===== config.mk =====
export PLATFORM = sky130hd
export DESIGN_NAME = rtos_priority_scheduler_top
export DESIGN_NICKNAME = d
export VERILOG_FILES = /design/src/rtl/rps_pkg.sv /design/src/rtl/rps_delay_mem.sv /design/src/rtl/rps_prio_enc.sv /design/src/rtl/rtos_priority_scheduler_top.sv
export SDC_FILE = /design/constraint.sdc
export NUM_CORES = 2
export LEC_CHECK = 0
export ABC_CLOCK_PERIOD_IN_PS = 12700
export BUFFER_PORTS_ARGS = -buffer_cell sky130_fd_sc_hd__buf_4
export CAP_MARGIN = 25
export CORE_ASPECT_RATIO = 1.5
export CORE_MARGIN = 2
export CORE_UTILIZATION = 57
export CTS_CLUSTER_DIAMETER = 200
export DETAILED_ROUTE_END_ITERATION = 16
export PLACE_DENSITY_LB_ADDON = 0.2
export SLEW_MARGIN = 20
export SYNTH_ARGS = -nofsm -noshare
export SYNTH_HDL_FRONTEND = slang
export SYNTH_SLANG_ARGS = --single-unit

===== constraint.sdc =====
create_clock -name i_clk -period 12.7 [get_ports i_clk]
set_input_delay 3.175 -clock i_clk [delete_from_list [all_inputs] [get_ports i_clk]]
set_output_delay 3.175 -clock i_clk [all_outputs]
set_load 0.005 [all_outputs]

===== src/rtl/rps_pkg.sv =====
// ----------------------------------------------------------------------------
// rps_pkg
// Shared types, operation codes and defaults of the priority scheduler.
// ----------------------------------------------------------------------------
package rps_pkg;

    // Default sizing
    localparam int NUM_PRIO_DEF   = 32;
    localparam int DELAY_BITS_DEF = 32;

    // Operation codes
    localparam logic [1:0] FUNC_CREATE = 2'd0;
    localparam logic [1:0] FUNC_START  = 2'd1;
    localparam logic [1:0] FUNC_TICK   = 2'd2;
    localparam logic [1:0] FUNC_DELAY  = 2'd3;

    // Status codes
    localparam logic [1:0] STAT_OK      = 2'd0;
    localparam logic [1:0] STAT_EXISTS  = 2'd1;
    localparam logic [1:0] STAT_STARTED = 2'd2;

    // Input transaction
    typedef struct packed {
        logic [1:0]  func;
        logic [4:0]  prio;
        logic [31:0] delay_ticks;
    } t_in_item;

    // Output transaction
    typedef struct packed {
        logic        switch_now;
        logic [4:0]  next_prio;
        logic        none_ready;
        logic [1:0]  status;
        logic [31:0] time_now;
    } t_out_item;

endpackage


===== src/rtl/rps_delay_mem.sv =====
// ----------------------------------------------------------------------------
// rps_delay_mem
// Delay counter store: one write port, one registered read port, with a
// valid bit per entry so that entries never written read as zero.
// ----------------------------------------------------------------------------
module rps_delay_mem import rps_pkg::*; #(
    parameter int DEPTH = NUM_PRIO_DEF,
    parameter int WIDTH = DELAY_BITS_DEF
) (
    input  logic                     i_clk,
    input  logic                     i_rst_n,
    input  logic                     i_wr_en,
    input  logic [$clog2(DEPTH)-1:0] i_wr_addr,
    input  logic [WIDTH-1:0]         i_wr_data,
    input  logic                     i_rd_en,
    input  logic [$clog2(DEPTH)-1:0] i_rd_addr,
    output logic [WIDTH-1:0]         o_rd_data
);

    logic [WIDTH-1:0] r_mem [DEPTH];
    logic [DEPTH-1:0] r_valid;
    logic [WIDTH-1:0] r_rd_q;
    logic             r_rd_vld;

    // Track written entries
    always_ff @(posedge i_clk) begin
        if (!i_rst_n) begin
            r_valid  <= '0;
            r_rd_vld <= 1'b0;
        end else begin
            if (i_wr_en) begin
                r_valid[i_wr_addr] <= 1'b1;
            end
            if (i_rd_en) begin
                r_rd_vld <= r_valid[i_rd_addr];
            end
        end
    end

    // Storage array
    always_ff @(posedge i_clk) begin
        if (i_wr_en) begin
            r_mem[i_wr_addr] <= i_wr_data;
        end
        if (i_rd_en) begin
            r_rd_q <= r_mem[i_rd_addr];
        end
    end

    // Unwritten entries read as zero
    assign o_rd_data = r_rd_vld ? r_rd_q : '0;

endmodule


===== src/rtl/rps_prio_enc.sv =====
// ----------------------------------------------------------------------------
// rps_prio_enc
// Lowest-set-bit finder: picks the highest-priority ready task.
// ----------------------------------------------------------------------------
module rps_prio_enc import rps_pkg::*; #(
    parameter int NUM_PRIO = NUM_PRIO_DEF
) (
    input  logic [NUM_PRIO-1:0]         i_mask,
    output logic                        o_any,
    output logic [$clog2(NUM_PRIO)-1:0] o_idx
);

    localparam int PW = $clog2(NUM_PRIO);

    // Scan from the top so the lowest set bit wins
    always_comb begin
        o_idx = '0;
        for (int i = NUM_PRIO - 1; i >= 0; i--) begin
            if (i_mask[i]) begin
                o_idx = PW'(i);
            end
        end
    end

    assign o_any = |i_mask;

endmodule


===== src/rtl/rtos_priority_scheduler_top.sv =====
// Sequence: an accepted item goes to ST_FIN, where the registered result is
//   issued once the output is free; a tick after start first passes ST_SCAN.
// Flow: a new item is accepted only in ST_IDLE, after the last result has
//   been issued; the walk of the delay memory in ST_SCAN holds off the input.
// Reset: synchronous, active low; clears masks, running task, started flag,
//   tick count and the delay memory valid bits at once, with no clearing pass.
// ----------------------------------------------------------------------------
// rtos_priority_scheduler_top
// Bitmap priority scheduler with per-task tick delays kept in a memory.
// ----------------------------------------------------------------------------
module rtos_priority_scheduler_top import rps_pkg::*; #(
    parameter int NUM_PRIO   = NUM_PRIO_DEF,
    parameter int DELAY_BITS = DELAY_BITS_DEF
) (
    input  logic      i_clk,
    input  logic      i_rst_n,
    input  logic      i_in_valid,
    output logic      o_in_ready,
    input  t_in_item  i_in,
    output logic      o_out_valid,
    input  logic      i_out_ready,
    output t_out_item o_out
);

    localparam int PW = $clog2(NUM_PRIO);
    localparam int CW = $clog2(NUM_PRIO + 1);
    localparam logic [31:0] DelayMax = 32'((64'd1 << DELAY_BITS) - 64'd1);

    // State codes
    localparam logic [1:0] ST_IDLE = 2'd0;
    localparam logic [1:0] ST_SCAN = 2'd1;
    localparam logic [1:0] ST_FIN  = 2'd2;

    logic [1:0]          r_state, n_state;
    logic [NUM_PRIO-1:0] r_created, n_created;
    logic [NUM_PRIO-1:0] r_ready, n_ready;
    logic [PW-1:0]       r_running, n_running;
    logic                r_started, n_started;
    logic [31:0]         r_tick, n_tick;
    logic [1:0]          r_func, n_func;
    logic [1:0]          r_status, n_status;
    logic                r_resched, n_resched;
    logic [CW-1:0]       r_idx, n_idx;
    logic                r_pend, n_pend;
    logic [PW-1:0]       r_wb_idx, n_wb_idx;
    logic                r_out_valid, n_out_valid;
    t_out_item           r_out, n_out;

    logic                  in_acc;
    logic                  out_free;
    logic                  enc_any;
    logic [PW-1:0]         enc_idx;
    logic [6:0]            enc_x;
    logic [6:0]            prio_x;
    logic [PW-1:0]         prio_idx;
    logic                  prio_oob;
    logic [31:0]           ticks_sat;
    logic                  wr_en;
    logic [PW-1:0]         wr_addr;
    logic [DELAY_BITS-1:0] wr_data;
    logic                  rd_en;
    logic [PW-1:0]         rd_addr;
    logic [DELAY_BITS-1:0] rd_data;
    logic                  sw;

    rps_prio_enc #(.NUM_PRIO(NUM_PRIO)) u_enc (
        .i_mask (r_ready),
        .o_any  (enc_any),
        .o_idx  (enc_idx)
    );

    rps_delay_mem #(.DEPTH(NUM_PRIO), .WIDTH(DELAY_BITS)) u_mem (
        .i_clk     (i_clk),
        .i_rst_n   (i_rst_n),
        .i_wr_en   (wr_en),
        .i_wr_addr (wr_addr),
        .i_wr_data (wr_data),
        .i_rd_en   (rd_en),
        .i_rd_addr (rd_addr),
        .o_rd_data (rd_data)
    );

    // Handshake
    assign o_in_ready  = (r_state == ST_IDLE);
    assign in_acc      = i_in_valid && o_in_ready;
    assign out_free    = !r_out_valid || i_out_ready;
    assign o_out_valid = r_out_valid;
    assign o_out       = r_out;

    // Field decode
    assign prio_x    = {2'b00, i_in.prio};
    assign prio_idx  = prio_x[PW-1:0];
    assign prio_oob  = prio_x >= 7'(NUM_PRIO);
    assign ticks_sat = (i_in.delay_ticks > DelayMax) ? DelayMax : i_in.delay_ticks;
    assign enc_x     = 7'(enc_idx);

    // Sequencer
    always_comb begin
        n_state     = r_state;
        n_created   = r_created;
        n_ready     = r_ready;
        n_running   = r_running;
        n_started   = r_started;
        n_tick      = r_tick;
        n_func      = r_func;
        n_status    = r_status;
        n_resched   = r_resched;
        n_idx       = r_idx;
        n_pend      = r_pend;
        n_wb_idx    = r_wb_idx;
        n_out_valid = r_out_valid && !i_out_ready;
        n_out       = r_out;
        wr_en       = 1'b0;
        wr_addr     = r_wb_idx;
        wr_data     = rd_data - DELAY_BITS'(1);
        rd_en       = 1'b0;
        rd_addr     = r_idx[PW-1:0];
        sw          = 1'b0;

        unique case (r_state)
            ST_IDLE: begin
                if (in_acc) begin
                    n_func    = i_in.func;
                    n_status  = STAT_OK;
                    n_resched = 1'b0;
                    n_idx     = '0;
                    n_pend    = 1'b0;
                    n_state   = ST_FIN;
                    unique case (i_in.func)
                        FUNC_CREATE: begin
                            if (prio_oob || r_created[prio_idx]) begin
                                n_status = STAT_EXISTS;
                            end else begin
                                n_created[prio_idx] = 1'b1;
                                n_ready[prio_idx]   = 1'b1;
                            end
                        end
                        FUNC_START: begin
                            if (r_started) begin
                                n_status = STAT_STARTED;
                            end
                        end
                        FUNC_TICK: begin
                            n_tick = r_tick + 32'd1;
                            if (r_started) begin
                                n_resched = 1'b1;
                                n_state   = ST_SCAN;
                            end
                        end
                        FUNC_DELAY: begin
                            if (r_started && (i_in.delay_ticks != 32'd0)) begin
                                n_ready[r_running] = 1'b0;
                                wr_en     = 1'b1;
                                wr_addr   = r_running;
                                wr_data   = ticks_sat[DELAY_BITS-1:0];
                                n_resched = 1'b1;
                            end
                        end
                        default: begin
                            n_state = ST_FIN;
                        end
                    endcase
                end
            end
            ST_SCAN: begin
                // Issue the next read
                if (r_idx < CW'(NUM_PRIO)) begin
                    rd_en = 1'b1;
                    n_idx = r_idx + CW'(1);
                end
                n_pend   = r_idx < CW'(NUM_PRIO);
                n_wb_idx = rd_addr;
                // Decrement and write back the previous read
                if (r_pend && (rd_data != '0)) begin
                    wr_en = 1'b1;
                    if (rd_data == DELAY_BITS'(1)) begin
                        n_ready[r_wb_idx] = 1'b1;
                    end
                end
                if (r_idx == CW'(NUM_PRIO)) begin
                    n_state = ST_FIN;
                end
            end
            ST_FIN: begin
                if (out_free) begin
                    if ((r_func == FUNC_START) && !r_started && enc_any) begin
                        sw        = 1'b1;
                        n_running = enc_idx;
                        n_started = 1'b1;
                    end else if (r_resched && enc_any && (enc_idx != r_running)) begin
                        sw        = 1'b1;
                        n_running = enc_idx;
                    end
                    n_out_valid      = 1'b1;
                    n_out.switch_now = sw;
                    n_out.next_prio  = enc_any ? enc_x[4:0] : 5'd0;
                    n_out.none_ready = !enc_any;
                    n_out.status     = r_status;
                    n_out.time_now   = r_tick;
                    n_state          = ST_IDLE;
                end
            end
            default: begin
                n_state = ST_IDLE;
            end
        endcase
    end

    // Control registers
    always_ff @(posedge i_clk) begin
        if (!i_rst_n) begin
            r_state     <= ST_IDLE;
            r_created   <= '0;
            r_ready     <= '0;
            r_running   <= '0;
            r_started   <= 1'b0;
            r_tick      <= '0;
            r_func      <= FUNC_CREATE;
            r_status    <= STAT_OK;
            r_resched   <= 1'b0;
            r_idx       <= '0;
            r_pend      <= 1'b0;
            r_out_valid <= 1'b0;
        end else begin
            r_state     <= n_state;
            r_created   <= n_created;
            r_ready     <= n_ready;
            r_running   <= n_running;
            r_started   <= n_started;
            r_tick      <= n_tick;
            r_func      <= n_func;
            r_status    <= n_status;
            r_resched   <= n_resched;
            r_idx       <= n_idx;
            r_pend      <= n_pend;
            r_out_valid <= n_out_valid;
        end
    end

    // Payload registers
    always_ff @(posedge i_clk) begin
        r_wb_idx <= n_wb_idx;
        r_out    <= n_out;
    end

    // Only created tasks can be ready
    a_ready_created: assert property (@(posedge i_clk) disable iff (!i_rst_n)
        (r_ready & ~r_created) == '0)
        else $error("ready task that was never created");

    // Once started, the running task is a created one
    a_running_created: assert property (@(posedge i_clk) disable iff (!i_rst_n)
        r_started |-> r_created[r_running])
        else $error("running task not created");

    // The delay walk only runs after start
    a_scan_started: assert property (@(posedge i_clk) disable iff (!i_rst_n)
        (r_state == ST_SCAN) |-> r_started)
        else $error("delay walk before start");

    // An accepted transaction always leaves idle
    a_accept_busy: assert property (@(posedge i_clk) disable iff (!i_rst_n)
        in_acc |=> (r_state != ST_IDLE))
        else $error("accept did not start processing");

endmodule

==> impl_metrics.env <==
export IMPL_status="finished clean"
export IMPL_routabilityCongestion=0.921
export IMPL_synthCells=2638
export IMPL_fp_dieArea_um2=89700
export IMPL_crit_arrival_ns=6.62
export IMPL_slew_headroom=0.262
export IMPL_r2r_end="u_mem.r_rd_q[6]"
export IMPL_vdd_drop_max_uv=125
export IMPL_grt_pass1_wl_um=172000
export IMPL_syn_num_nets=2687
export IMPL_root_buffer="clkbuf_16"
export IMPL_io_pin_count=86
export IMPL_yosysMostFrequentCell="edfxtp_1"
export IMPL_cp_max_fo=34
export IMPL_synth_top_area_frac=0.665
export IMPL_hold_viol_final=0
export IMPL_hpwl_um=70200
export IMPL_die_height_um=366
export IMPL_pwr_density_cell_nw_per_um2=139
export IMPL_core_area_um2=86400
export IMPL_fin_setup_tns_ns=0
export IMPL_tritoncts="yes"
export IMPL_seq_area_frac_synth=0.726
export IMPL_yosysWarningCount=0
export IMPL_synthTopCellsByArea="edfxtp_1, mux4_2, dfxtp_1"
export IMPL_first_global_vias=26500
export IMPL_ys_top_cells_by_count="edfxtp_1, mux4_2, nor2_1"
export IMPL_ys_flop_type="edfxtp_1"
export IMPL_startpoint="i_in[16]"
export IMPL_worst_slack_ns=6.44
export IMPL_die_width_um=245
export IMPL_maxSlewViolCount=0
export IMPL_grt_setup_unrepaired="false"
export IMPL_rr_worst_depth=5
export IMPL_cts_max_level=3
export IMPL_power_leakage_nw=18.5
export IMPL_async_flop_share=0
export IMPL_cts_buffers=110
export IMPL_final_nets=2829
export IMPL_critPathRequiredTime_ns=13.06
export IMPL_cp_slowest_cell="nor4_1"
export IMPL_drt_iter0_drc=2663
export IMPL_synth_seq_cells=1252
export IMPL_cts_setup_buffers=0
export IMPL_overflow=0
export IMPL_routedWlPerCell_um=28.8
export IMPL_post_synth_cell_area_avg_um2=18.9
export IMPL_grt_start_max_net_pins=101
export IMPL_ctsHoldBuffers=0
export IMPL_firstDrtPassIters=6
export IMPL_fmax_mhz=160
export IMPL_fin_area_um2=56000
export IMPL_placed_area_um2=52400
export IMPL_ant_nets=0
export IMPL_synth_edf_count=1102
export IMPL_layout_drive_gt1_share=0.272
export IMPL_synth_area_um2=49700
export IMPL_drc=0
export IMPL_routed_via_density=6.47
export IMPL_synth_area_leader_cell="edfxtp_1"
export IMPL_reg2reg_slack_ns=8.33
export IMPL_cp_cell_sequence="buf_4 > nor4_1 > nand2_1 > nor4_1 > or4b_1 > buf_4 > a21oi_1 > nor2_4 > buf_4"
export IMPL_port_buffers=85
export IMPL_max_cap_violations=0
export IMPL_clockBufferDepth=3
export IMPL_crit_path_start_kind="input pin"
export IMPL_place_ws_ns=5.70
export IMPL_timing_final_crit_share=0.493
export IMPL_hold_depth=0
export IMPL_finalWirelength_um=116000
export IMPL_end_kind="flop"
export IMPL_crit_top_cell="buf_4"
export IMPL_clock_skew_ns=0.0174
export IMPL_diodes=0
export IMPL_vias=26000
export IMPL_antenna_found_initial=1
export IMPL_syn2layout_area_growth_pct=12.6
export IMPL_critPathKind="input pin to flop"
export IMPL_finalCriticalPeriod_ns=6.26
export IMPL_crit_path_max_incr_delay_ns=0.61
export IMPL_cts_resized=0
export IMPL_synth_cell_types=69
export IMPL_initial_core_util=0.576
export IMPL_hold_end="o_out[33]"
export IMPL_rows=132
export IMPL_tightest_slew_ns=1.10
export IMPL_cts_clk_slew_worst_paths_ns=0.06
export IMPL_clock_sinks=1252
export IMPL_insertion_delay_ns=0.72
export IMPL_min_from="r_status[1]"
export IMPL_r2r_start="r_idx[0]"
export IMPL_gr_usage_all_layers=0.263
export IMPL_hold_path_class="flop to flop"
export IMPL_finalSetupViolCount=0
-- stage by stage --
step	power [mW]	util	std cells	hold slack, ns
after floorplan	4.55	-	2638	0.406
after global placement	4.57	0.603	3790	0.422
after detailed placement	4.58	0.606	3801	0.426
after CTS	7.85	0.648	4004	0.441
after global routing	8.01	0.649	4010	0.449
final	7.80	0.649	4010	0.440
-- layout by cell type (no fill, tap or decap), types with 30 or more instances in the layout --
master	count
edfxtp_1	1102
mux4_2	338
buf_4	150
dfxtp_1	144
nor2_1	126
clkbuf_16	111
nand2_1	101
o21a_1	68
a21oi_1	58
o21ai_0	56
mux2_2	34
nor2_4	32
a22oi_1	32
nor3_1	30
-- how the worst max path moves through the flow --
| stage | cells past startpoint | to |
|---|---|---|
| after floorplan | 7 | u_mem.r_mem[28][0] |
| after global placement | 10 | u_mem.r_valid[22] |
| after detailed placement | 10 | u_mem.r_mem[20][13] |
| after CTS | 10 | u_mem.r_mem[20][11] |
| after global routing | 9 | u_mem.r_mem[19][27] |
| final | 9 | u_mem.r_mem[19][27] |
-- routing by layer --
layer / global-route usage / share of wire / up-vias
li1: - / - / 11000
met1: 0.339 / 0.37 / 13500
met2: 0.440 / 0.51 / 1174
met3: 0.0415 / 0.071 / 230
met4: 0.125 / 0.049 / 0
met5: 0 / 0 / -
-- power by group --
group          total, mW  switching, mW  internal [mW]
clock               3.31           1.46           1.85
sequential          4.42        0.00288           4.42
combinational     0.0677         0.0412         0.0266
-- flip-flops by register name (all words and copies together), names as in the netlist --
register,count
o_out,41
u_mem.r_mem,1024
r_func,2
r_ready,32
r_idx,6
o_out_valid,1
r_wb_idx,5
u_mem.r_rd_q,32
u_mem.r_valid,32
r_status,2
r_tick,32
r_state,2
r_created,32
r_started,1
u_mem.r_rd_vld,1
r_resched,1
r_running,5
r_pend,1
-- worst max-delay path, delay by kind of cell --
| kind | cells | cell delay (ns) |
|---|---|---|
| simple gates | 5 | 2.00 |
| buf+inv | 3 | 1.00 |
| compound gates | 1 | 0.40 |
-- cell families (layout without fill, tap and decap cells) --
| logic type | after synthesis | in the layout | synth area share |
|---|---|---|---|
| DFF | 1252 | 1252 | 0.726 |
| adders and majority gates | 6 | 6 | 0.00151 |
| buffers and inverters | 160 | 393 | 0.0122 |
| muxes | 378 | 378 | 0.162 |
| and+or+nand+nor | 486 | 486 | 0.0488 |
| xor gates and xnor gates | 38 | 38 | 0.00669 |
| AOI/OAI and AO/OA | 318 | 318 | 0.0433 |
-- area by class of cell --
| cell class | count | area [um2] |
|---|---|---|
| clock buffers | 143 | 2990 |
| clock inverters | 60 | 603 |
| fillers | 5675 | 30300 |
| inverters | 22 | 82.6 |
| multi-input cells | 1226 | 13400 |
| flip-flops and latches | 1252 | 36100 |
| well taps | 1139 | 1430 |
| repair buffers | 168 | 1450 |
(Power assumes the default switching activity.)
